### config.mk
export PLATFORM = sky130hd
export DESIGN_NAME = ovpk_ctrl
export DESIGN_NICKNAME = d
export VERILOG_FILES = /design/src/hdl/ovpk_pkg.sv /design/src/hdl/ovpk_ctrl.sv
export SDC_FILE = /design/constraint.sdc
export NUM_CORES = 1
export LEC_CHECK = 0
export BUFFER_PORTS_ARGS = -buffer_cell sky130_fd_sc_hd__buf_2
export CORE_MARGIN = 2
export CORE_UTILIZATION = 55
export CTS_CLUSTER_SIZE = 20
export DETAILED_ROUTE_END_ITERATION = 8
export GPL_ROUTABILITY_DRIVEN = 0
export PLACE_DENSITY = 0.8
export SYNTH_ARGS = -nofsm -noshare
export SYNTH_HDL_FRONTEND = slang
export SYNTH_SLANG_ARGS = --single-unit
### constraint.sdc
create_clock -name clock -period 2.95 [get_ports clock]
set_input_delay 0.4425 -clock clock [delete_from_list [all_inputs] [get_ports clock]]
set_output_delay 0.4425 -clock clock [all_outputs]
set_load 0.01 [all_outputs]
### src/hdl/ovpk_pkg.sv
// ----------------------------------------------------------------------------
// ovpk_pkg
// Shared types and constants of the pose fusion filter: beat payloads,
// configuration, controller commands and datapath status.
// ----------------------------------------------------------------------------
package ovpk_pkg;

   // Heading format is rad Q.13, so pi and 2*pi in that format.
   localparam int HEAD_PI  = 25736;
   localparam int HEAD_2PI = 51472;

   localparam logic [31:0] VAR_HEAD_RESET   = 32'd13;
   localparam logic [15:0] NOISE_GAIN_RESET = 16'd24576;
   localparam logic [15:0] MIN_POS_RESET    = 16'd1280;
   localparam logic [13:0] MIN_HEAD_RESET   = 14'd328;

   // Quotients of the blend and variance divisions fit in 33 bits.
   localparam int DIV_STEPS = 33;
   localparam int DIV_CNT_W = $clog2(DIV_STEPS + 1);

   localparam logic [1:0] FUNC_FUSE = 2'd1;
   localparam logic [1:0] FUNC_LOAD = 2'd2;

   localparam logic [1:0] REG_NOISE_GAIN = 2'd0;
   localparam logic [1:0] REG_MIN_POS    = 2'd1;
   localparam logic [1:0] REG_MIN_HEAD   = 2'd2;

   typedef enum logic [1:0] {
      AXIS_X,
      AXIS_Y,
      AXIS_H
   } axis_type;

   typedef enum logic [4:0] {
      OP_IDLE,
      OP_CAP,
      OP_STEP,
      OP_SQ,
      OP_NHI,
      OP_NLO,
      OP_NSUM,
      OP_NVAR,
      OP_FPREP,
      OP_FMUL1,
      OP_FDIV1,
      OP_FEST,
      OP_FMUL2,
      OP_FDIV2,
      OP_FVAR,
      OP_LOAD,
      OP_OUT
   } op_type;

   typedef struct packed {
      logic [1:0]         func;
      logic signed [31:0] delta_x;
      logic signed [31:0] delta_y;
      logic signed [15:0] delta_heading;
      logic signed [31:0] vis_x;
      logic signed [31:0] vis_y;
      logic signed [15:0] vis_heading;
      logic [31:0]        meas_var_x;
      logic [31:0]        meas_var_y;
      logic [31:0]        meas_var_heading;
   } req_type;

   typedef struct packed {
      logic signed [31:0] pose_x;
      logic signed [31:0] pose_y;
      logic signed [15:0] pose_heading;
      logic [31:0]        est_var_x;
      logic [31:0]        est_var_y;
      logic [31:0]        est_var_heading;
   } rsp_type;

   typedef struct packed {
      logic [15:0] noise_gain;
      logic [15:0] min_pos_step;
      logic [13:0] min_heading_step;
   } cfg_type;

   typedef struct packed {
      op_type   op;
      axis_type axis;
   } cmd_type;

   typedef struct packed {
      logic [1:0] func;
      logic       sum_zero;
      logic       div_busy;
   } stat_type;

endpackage

### src/hdl/ovpk_ctrl.sv
// ----------------------------------------------------------------------------
// ovpk_ctrl
// Sequencer of the pose filter: accepts a beat, steps the datapath through the
// odometry update and the per-axis fusion or load, and holds the result valid.
// ----------------------------------------------------------------------------
module ovpk_ctrl (
   input  logic               clock,
   input  logic               reset,
   input  logic               req_valid,
   output logic               req_ready,
   output logic               rsp_valid,
   input  logic               rsp_ready,
   input  ovpk_pkg::stat_type stat,
   output ovpk_pkg::cmd_type  cmd
);

   typedef enum logic [4:0] {
      ST_IDLE,
      ST_STEP,
      ST_SQ,
      ST_NHI,
      ST_NLO,
      ST_NSUM,
      ST_NVAR,
      ST_FPREP,
      ST_FCHK,
      ST_FMUL1,
      ST_FDIV1,
      ST_FWAIT1,
      ST_FEST,
      ST_FMUL2,
      ST_FDIV2,
      ST_FWAIT2,
      ST_FVAR,
      ST_LOAD,
      ST_OUT
   } state_type;

   state_type          state_ff, state_in;
   ovpk_pkg::axis_type axis_ff, axis_in;
   logic               rsp_valid_ff, rsp_valid_in;

   always_comb begin
      state_in     = state_ff;
      axis_in      = axis_ff;
      rsp_valid_in = rsp_valid_ff && !rsp_ready;
      cmd.op       = ovpk_pkg::OP_IDLE;
      cmd.axis     = axis_ff;
      unique case (state_ff)
         ST_IDLE: begin
            if (req_valid) begin
               cmd.op   = ovpk_pkg::OP_CAP;
               state_in = ST_STEP;
            end
         end
         ST_STEP: begin
            cmd.op   = ovpk_pkg::OP_STEP;
            axis_in  = ovpk_pkg::AXIS_X;
            state_in = ST_SQ;
         end
         ST_SQ: begin
            cmd.op   = ovpk_pkg::OP_SQ;
            state_in = ST_NHI;
         end
         ST_NHI: begin
            cmd.op   = ovpk_pkg::OP_NHI;
            state_in = ST_NLO;
         end
         ST_NLO: begin
            cmd.op   = ovpk_pkg::OP_NLO;
            state_in = ST_NSUM;
         end
         ST_NSUM: begin
            cmd.op   = ovpk_pkg::OP_NSUM;
            state_in = ST_NVAR;
         end
         ST_NVAR: begin
            cmd.op = ovpk_pkg::OP_NVAR;
            if (axis_ff == ovpk_pkg::AXIS_H) begin
               axis_in = ovpk_pkg::AXIS_X;
               if (stat.func == ovpk_pkg::FUNC_FUSE) begin
                  state_in = ST_FPREP;
               end else if (stat.func == ovpk_pkg::FUNC_LOAD) begin
                  state_in = ST_LOAD;
               end else begin
                  state_in = ST_OUT;
               end
            end else begin
               axis_in  = (axis_ff == ovpk_pkg::AXIS_X) ? ovpk_pkg::AXIS_Y : ovpk_pkg::AXIS_H;
               state_in = ST_SQ;
            end
         end
         ST_FPREP: begin
            cmd.op   = ovpk_pkg::OP_FPREP;
            state_in = ST_FCHK;
         end
         ST_FCHK: begin
            // A zero variance sum leaves this axis untouched.
            if (stat.sum_zero) begin
               if (axis_ff == ovpk_pkg::AXIS_H) begin
                  state_in = ST_OUT;
               end else begin
                  axis_in  = (axis_ff == ovpk_pkg::AXIS_X) ? ovpk_pkg::AXIS_Y
                                                           : ovpk_pkg::AXIS_H;
                  state_in = ST_FPREP;
               end
            end else begin
               state_in = ST_FMUL1;
            end
         end
         ST_FMUL1: begin
            cmd.op   = ovpk_pkg::OP_FMUL1;
            state_in = ST_FDIV1;
         end
         ST_FDIV1: begin
            cmd.op   = ovpk_pkg::OP_FDIV1;
            state_in = ST_FWAIT1;
         end
         ST_FWAIT1: begin
            if (!stat.div_busy) begin
               state_in = ST_FEST;
            end
         end
         ST_FEST: begin
            cmd.op   = ovpk_pkg::OP_FEST;
            state_in = ST_FMUL2;
         end
         ST_FMUL2: begin
            cmd.op   = ovpk_pkg::OP_FMUL2;
            state_in = ST_FDIV2;
         end
         ST_FDIV2: begin
            cmd.op   = ovpk_pkg::OP_FDIV2;
            state_in = ST_FWAIT2;
         end
         ST_FWAIT2: begin
            if (!stat.div_busy) begin
               state_in = ST_FVAR;
            end
         end
         ST_FVAR: begin
            cmd.op = ovpk_pkg::OP_FVAR;
            if (axis_ff == ovpk_pkg::AXIS_H) begin
               state_in = ST_OUT;
            end else begin
               axis_in  = (axis_ff == ovpk_pkg::AXIS_X) ? ovpk_pkg::AXIS_Y : ovpk_pkg::AXIS_H;
               state_in = ST_FPREP;
            end
         end
         ST_LOAD: begin
            cmd.op   = ovpk_pkg::OP_LOAD;
            state_in = ST_OUT;
         end
         ST_OUT: begin
            if (!rsp_valid_ff || rsp_ready) begin
               cmd.op       = ovpk_pkg::OP_OUT;
               rsp_valid_in = 1'b1;
               state_in     = ST_IDLE;
            end
         end
         default: begin
            state_in = ST_IDLE;
         end
      endcase
   end

   always_ff @(posedge clock) begin
      if (reset) begin
         state_ff     <= ST_IDLE;
         axis_ff      <= ovpk_pkg::AXIS_X;
         rsp_valid_ff <= 1'b0;
      end else begin
         state_ff     <= state_in;
         axis_ff      <= axis_in;
         rsp_valid_ff <= rsp_valid_in;
      end
   end

   assign req_ready = (state_ff == ST_IDLE);
   assign rsp_valid = rsp_valid_ff;

   a_accept_busy: assert property (@(posedge clock) disable iff (reset)
      (req_valid && req_ready) |=> !req_ready)
      else $error("accepted a beat but stayed ready");

   a_out_valid: assert property (@(posedge clock) disable iff (reset)
      (state_ff == ST_OUT && (!rsp_valid_ff || rsp_ready)) |=> (rsp_valid && req_ready))
      else $error("result not presented after completion");

   a_div_done: assert property (@(posedge clock) disable iff (reset)
      (state_ff == ST_FEST || state_ff == ST_FVAR) |-> !stat.div_busy)
      else $error("quotient used while divider busy");

endmodule

==> reports/qor.yml <==
result_of_the_run: "finished clean"
cts.hold.buffers_added: 0
timing_worst_slew_pin_value_ps: 707.7
detailed_route_wire_length_per_cell_um: 14.43
cellLeakagePower_nw: 0.3319
die_width_um: 42.25
ys_dominant_reg_cell: "dfxtp_1"
synth.yosys.seq_area_share_pct: 19.91
critical_path.cell_chain: "nand2b_1, mux2i_1, a21oi_1, o21ai_0, buf_2"
post_cts_resize_count: 0
synth-async-reset-ratio_pct: 0
postSynthNetCount: 125
synth_most_common_cell: "a21oi_1"
worst_setup_ep_type: "output pin"
globalRouteTotalUtil_pct: 24.14
worstSetupStartpointType: "register"
final_hold_viol_count: 0
post-layout-total-power_w: 0.0002945
ffs_latches_synth: 8
arrival_ps: 1770
clock.fmax_mhz: 452.3
worst_hold_path_type: "input port to register"
timing_max_transition_violations_final: 0
dr.pass1.iters: 4
postSynthCellCount: 115
first_iter_violations: 41
die_h_um: 42.25
synth.avg_cell_area_sq_um: 6.996
route.vias.total: 893
drt-vias-per-instance: 6.424
placement_rows: 13
wire_length_of_the_first_global_routing_pass_mm: 3.436
clock_net_sink_count: 8
timing.critical_path.fanout_max: 19
count_of_unresolved_drc_violations_after_routing: 0
dp.final_hpwl_mm: 1.431
power_density_mw_per_mm2: 340.7
clk_buf_depth: 2
clk_pin_slew_worst_paths_ps: 60
layout-drive-gt1-share_pct: 19.35
timing.max_cap.violations: 0
finalSetupTns_ps: 0
timing.clock.skew_ps: 8.157
worst-endpoint-required_ps: 2510
cts_tree: "yes"
areaGrowthSynthToFinish_pct: 7.465
clock_tree.htree_level_count: 1
min_period_over_period_pct: 74.95
netlist.top_cell.by_area: "dfxtp_1"
ant_nets: 0
number_of_enable_flip_flop_cells_after_synthesis: 0
synth.lib_cells_used.distinct: 47
core_region_area_sq_mm: 0.001334
synth_top_cell_area_share_pct: 19.91
worst_path_largest_cell_delay_ps: 690
max_slew_margin_pct: 52.76
die_area_sq_mm: 0.001785
post-route-min-period_ps: 2211
io_pins: 17
detail_route.wirelength_mm: 2.006
gr-total-overflow: 0
synth.top_cells.by_count: "a21oi_1 (13), nand2_1 (10), nor2_1 (9)"
rsz0062_at_grt: "false"
ctsRootBufferMaster: "clkbuf_4"
first_global_vias: 810
synth.yosys.warnings: 0
crit_path_top_delay_cell: "dfxtp_1"
post_synth_design_cell_area_sq_um: 804.5
grt_antenna_before_repair: 0
cts_inserted_buffers: 3
maximum_number_of_pins_on_one_net_before_global_route_repair: 24
clk-insertion-delay-late_ps: 250
netlist_top_cells_area: "dfxtp_1 (20%), a21oi_1 (8.1%), o21ai_0 (5.0%), nand2_1 (4.7%), nor2_1 (4.2%)"
post_cts_buffers: 0
worst-r2r-setup-slack_ps: 1030
fin_nets: 136
setup_viol_count_final: 0
number_of_diodes: 0
vdd_ir_drop_max_uv: 264.5
place.port_buffers: 16
critical_path_type: "register to output pin"
initial_utilization_pct: 60.32
==> per-stage QoR <==
stage | util (%) | std cells | hold WS (ps) | area, sq um | worst slack, ps
3_5_place_dp | 63.13 | 136 | 525.1 | 842.1 | 1031
5_1_grt | 64.82 | 139 | 481.4 | 864.6 | 528.2
4_1_cts | 64.82 | 139 | 470.4 | 864.6 | 755.1
2_1_floorplan | - | 115 | 505.0 | 804.5 | 1301
6_report | 64.82 | 139 | 479.5 | 864.6 | 738.9
3_3_place_gp | 63.13 | 136 | 480.5 | 842.1 | 1030
==> cell families after synthesis <==
| family | Yosys count | synth area share (%) |
|---|---|---|
| simple gates | 48 | 32.20 |
| compound gates | 41 | 32.97 |
| buf+inv | 14 | 9.486 |
| flops | 8 | 19.91 |
| fa+ha+maj | 2 | 3.110 |
| xor+xnor | 1 | 1.089 |
| mux | 1 | 1.244 |
==> report_power, final <==
group	switching (W)	internal, W
clock network	0.0000359	0.0000465
registers	0.0000207	0.000112
logic	0.0000429	0.0000363
==> flip-flops by register name (all words and copies together), names as in the netlist <==
signal / count
state_ff: 5
axis_ff: 2
rsp_valid: 1
==> cell usage in the layout, fill, tap and decap left out, drive strengths merged, types with 2 or more instances in the layout <==
cell     n
nand2   10
o21a     2
nor3     6
ha       2
nor2    10
or3      2
clkbuf   3
o32ai    2
inv      4
nand2b   3
dfxtp    8
nand3    4
a21oi   13
nor3b    2
nand4b   2
and2b    2
o21ai    9
buf     16
a311oi   2
nor2b    2
==> worst paths after layout <==
path / from / to / cells after the start
worst max-delay path: state_ff[0]$_SDFFE_PP0P_ / cmd[4] / 5
worst min-delay path: reset / axis_ff[0]$_SDFFE_PP0P_ / 2
worst max register to register: state_ff[1]$_SDFFE_PP0P_ / axis_ff[0]$_SDFFE_PP0P_ / 5
worst min register to register: axis_ff[1]$_SDFFE_PP0P_ / axis_ff[1]$_SDFFE_PP0P_ / 2
==> routing by layer <==
metal  wire, um  vias to the layer above  track usage [%]
met4         22                        0            11.25
met3        155                        4            1.293
met5          0                        -                0
li1           -                      444                -
met1        914                      398            33.59
met2        913                       47            37.85
==> cell type report <==
| type | count | area [sq um] |
|---|---|---|
| inverters | 4 | 15.01 |
| repair buffers | 16 | 80.08 |
| flip-flops and latches | 8 | 160.2 |
| well taps | 15 | 18.77 |
| multi-input cells | 93 | 568.0 |
| clock buffers | 3 | 22.52 |
| fillers | 125 | 469.2 |
==> critical path, delay by kind of cell, from the launching register on <==
family / cells / cell delay, ps
simple gates: 1 / 220
buf+inv: 1 / 150
compound gates: 2 / 240
flops: 1 / 690
mux: 1 / 220
Power figures use the tool's default switching activity.
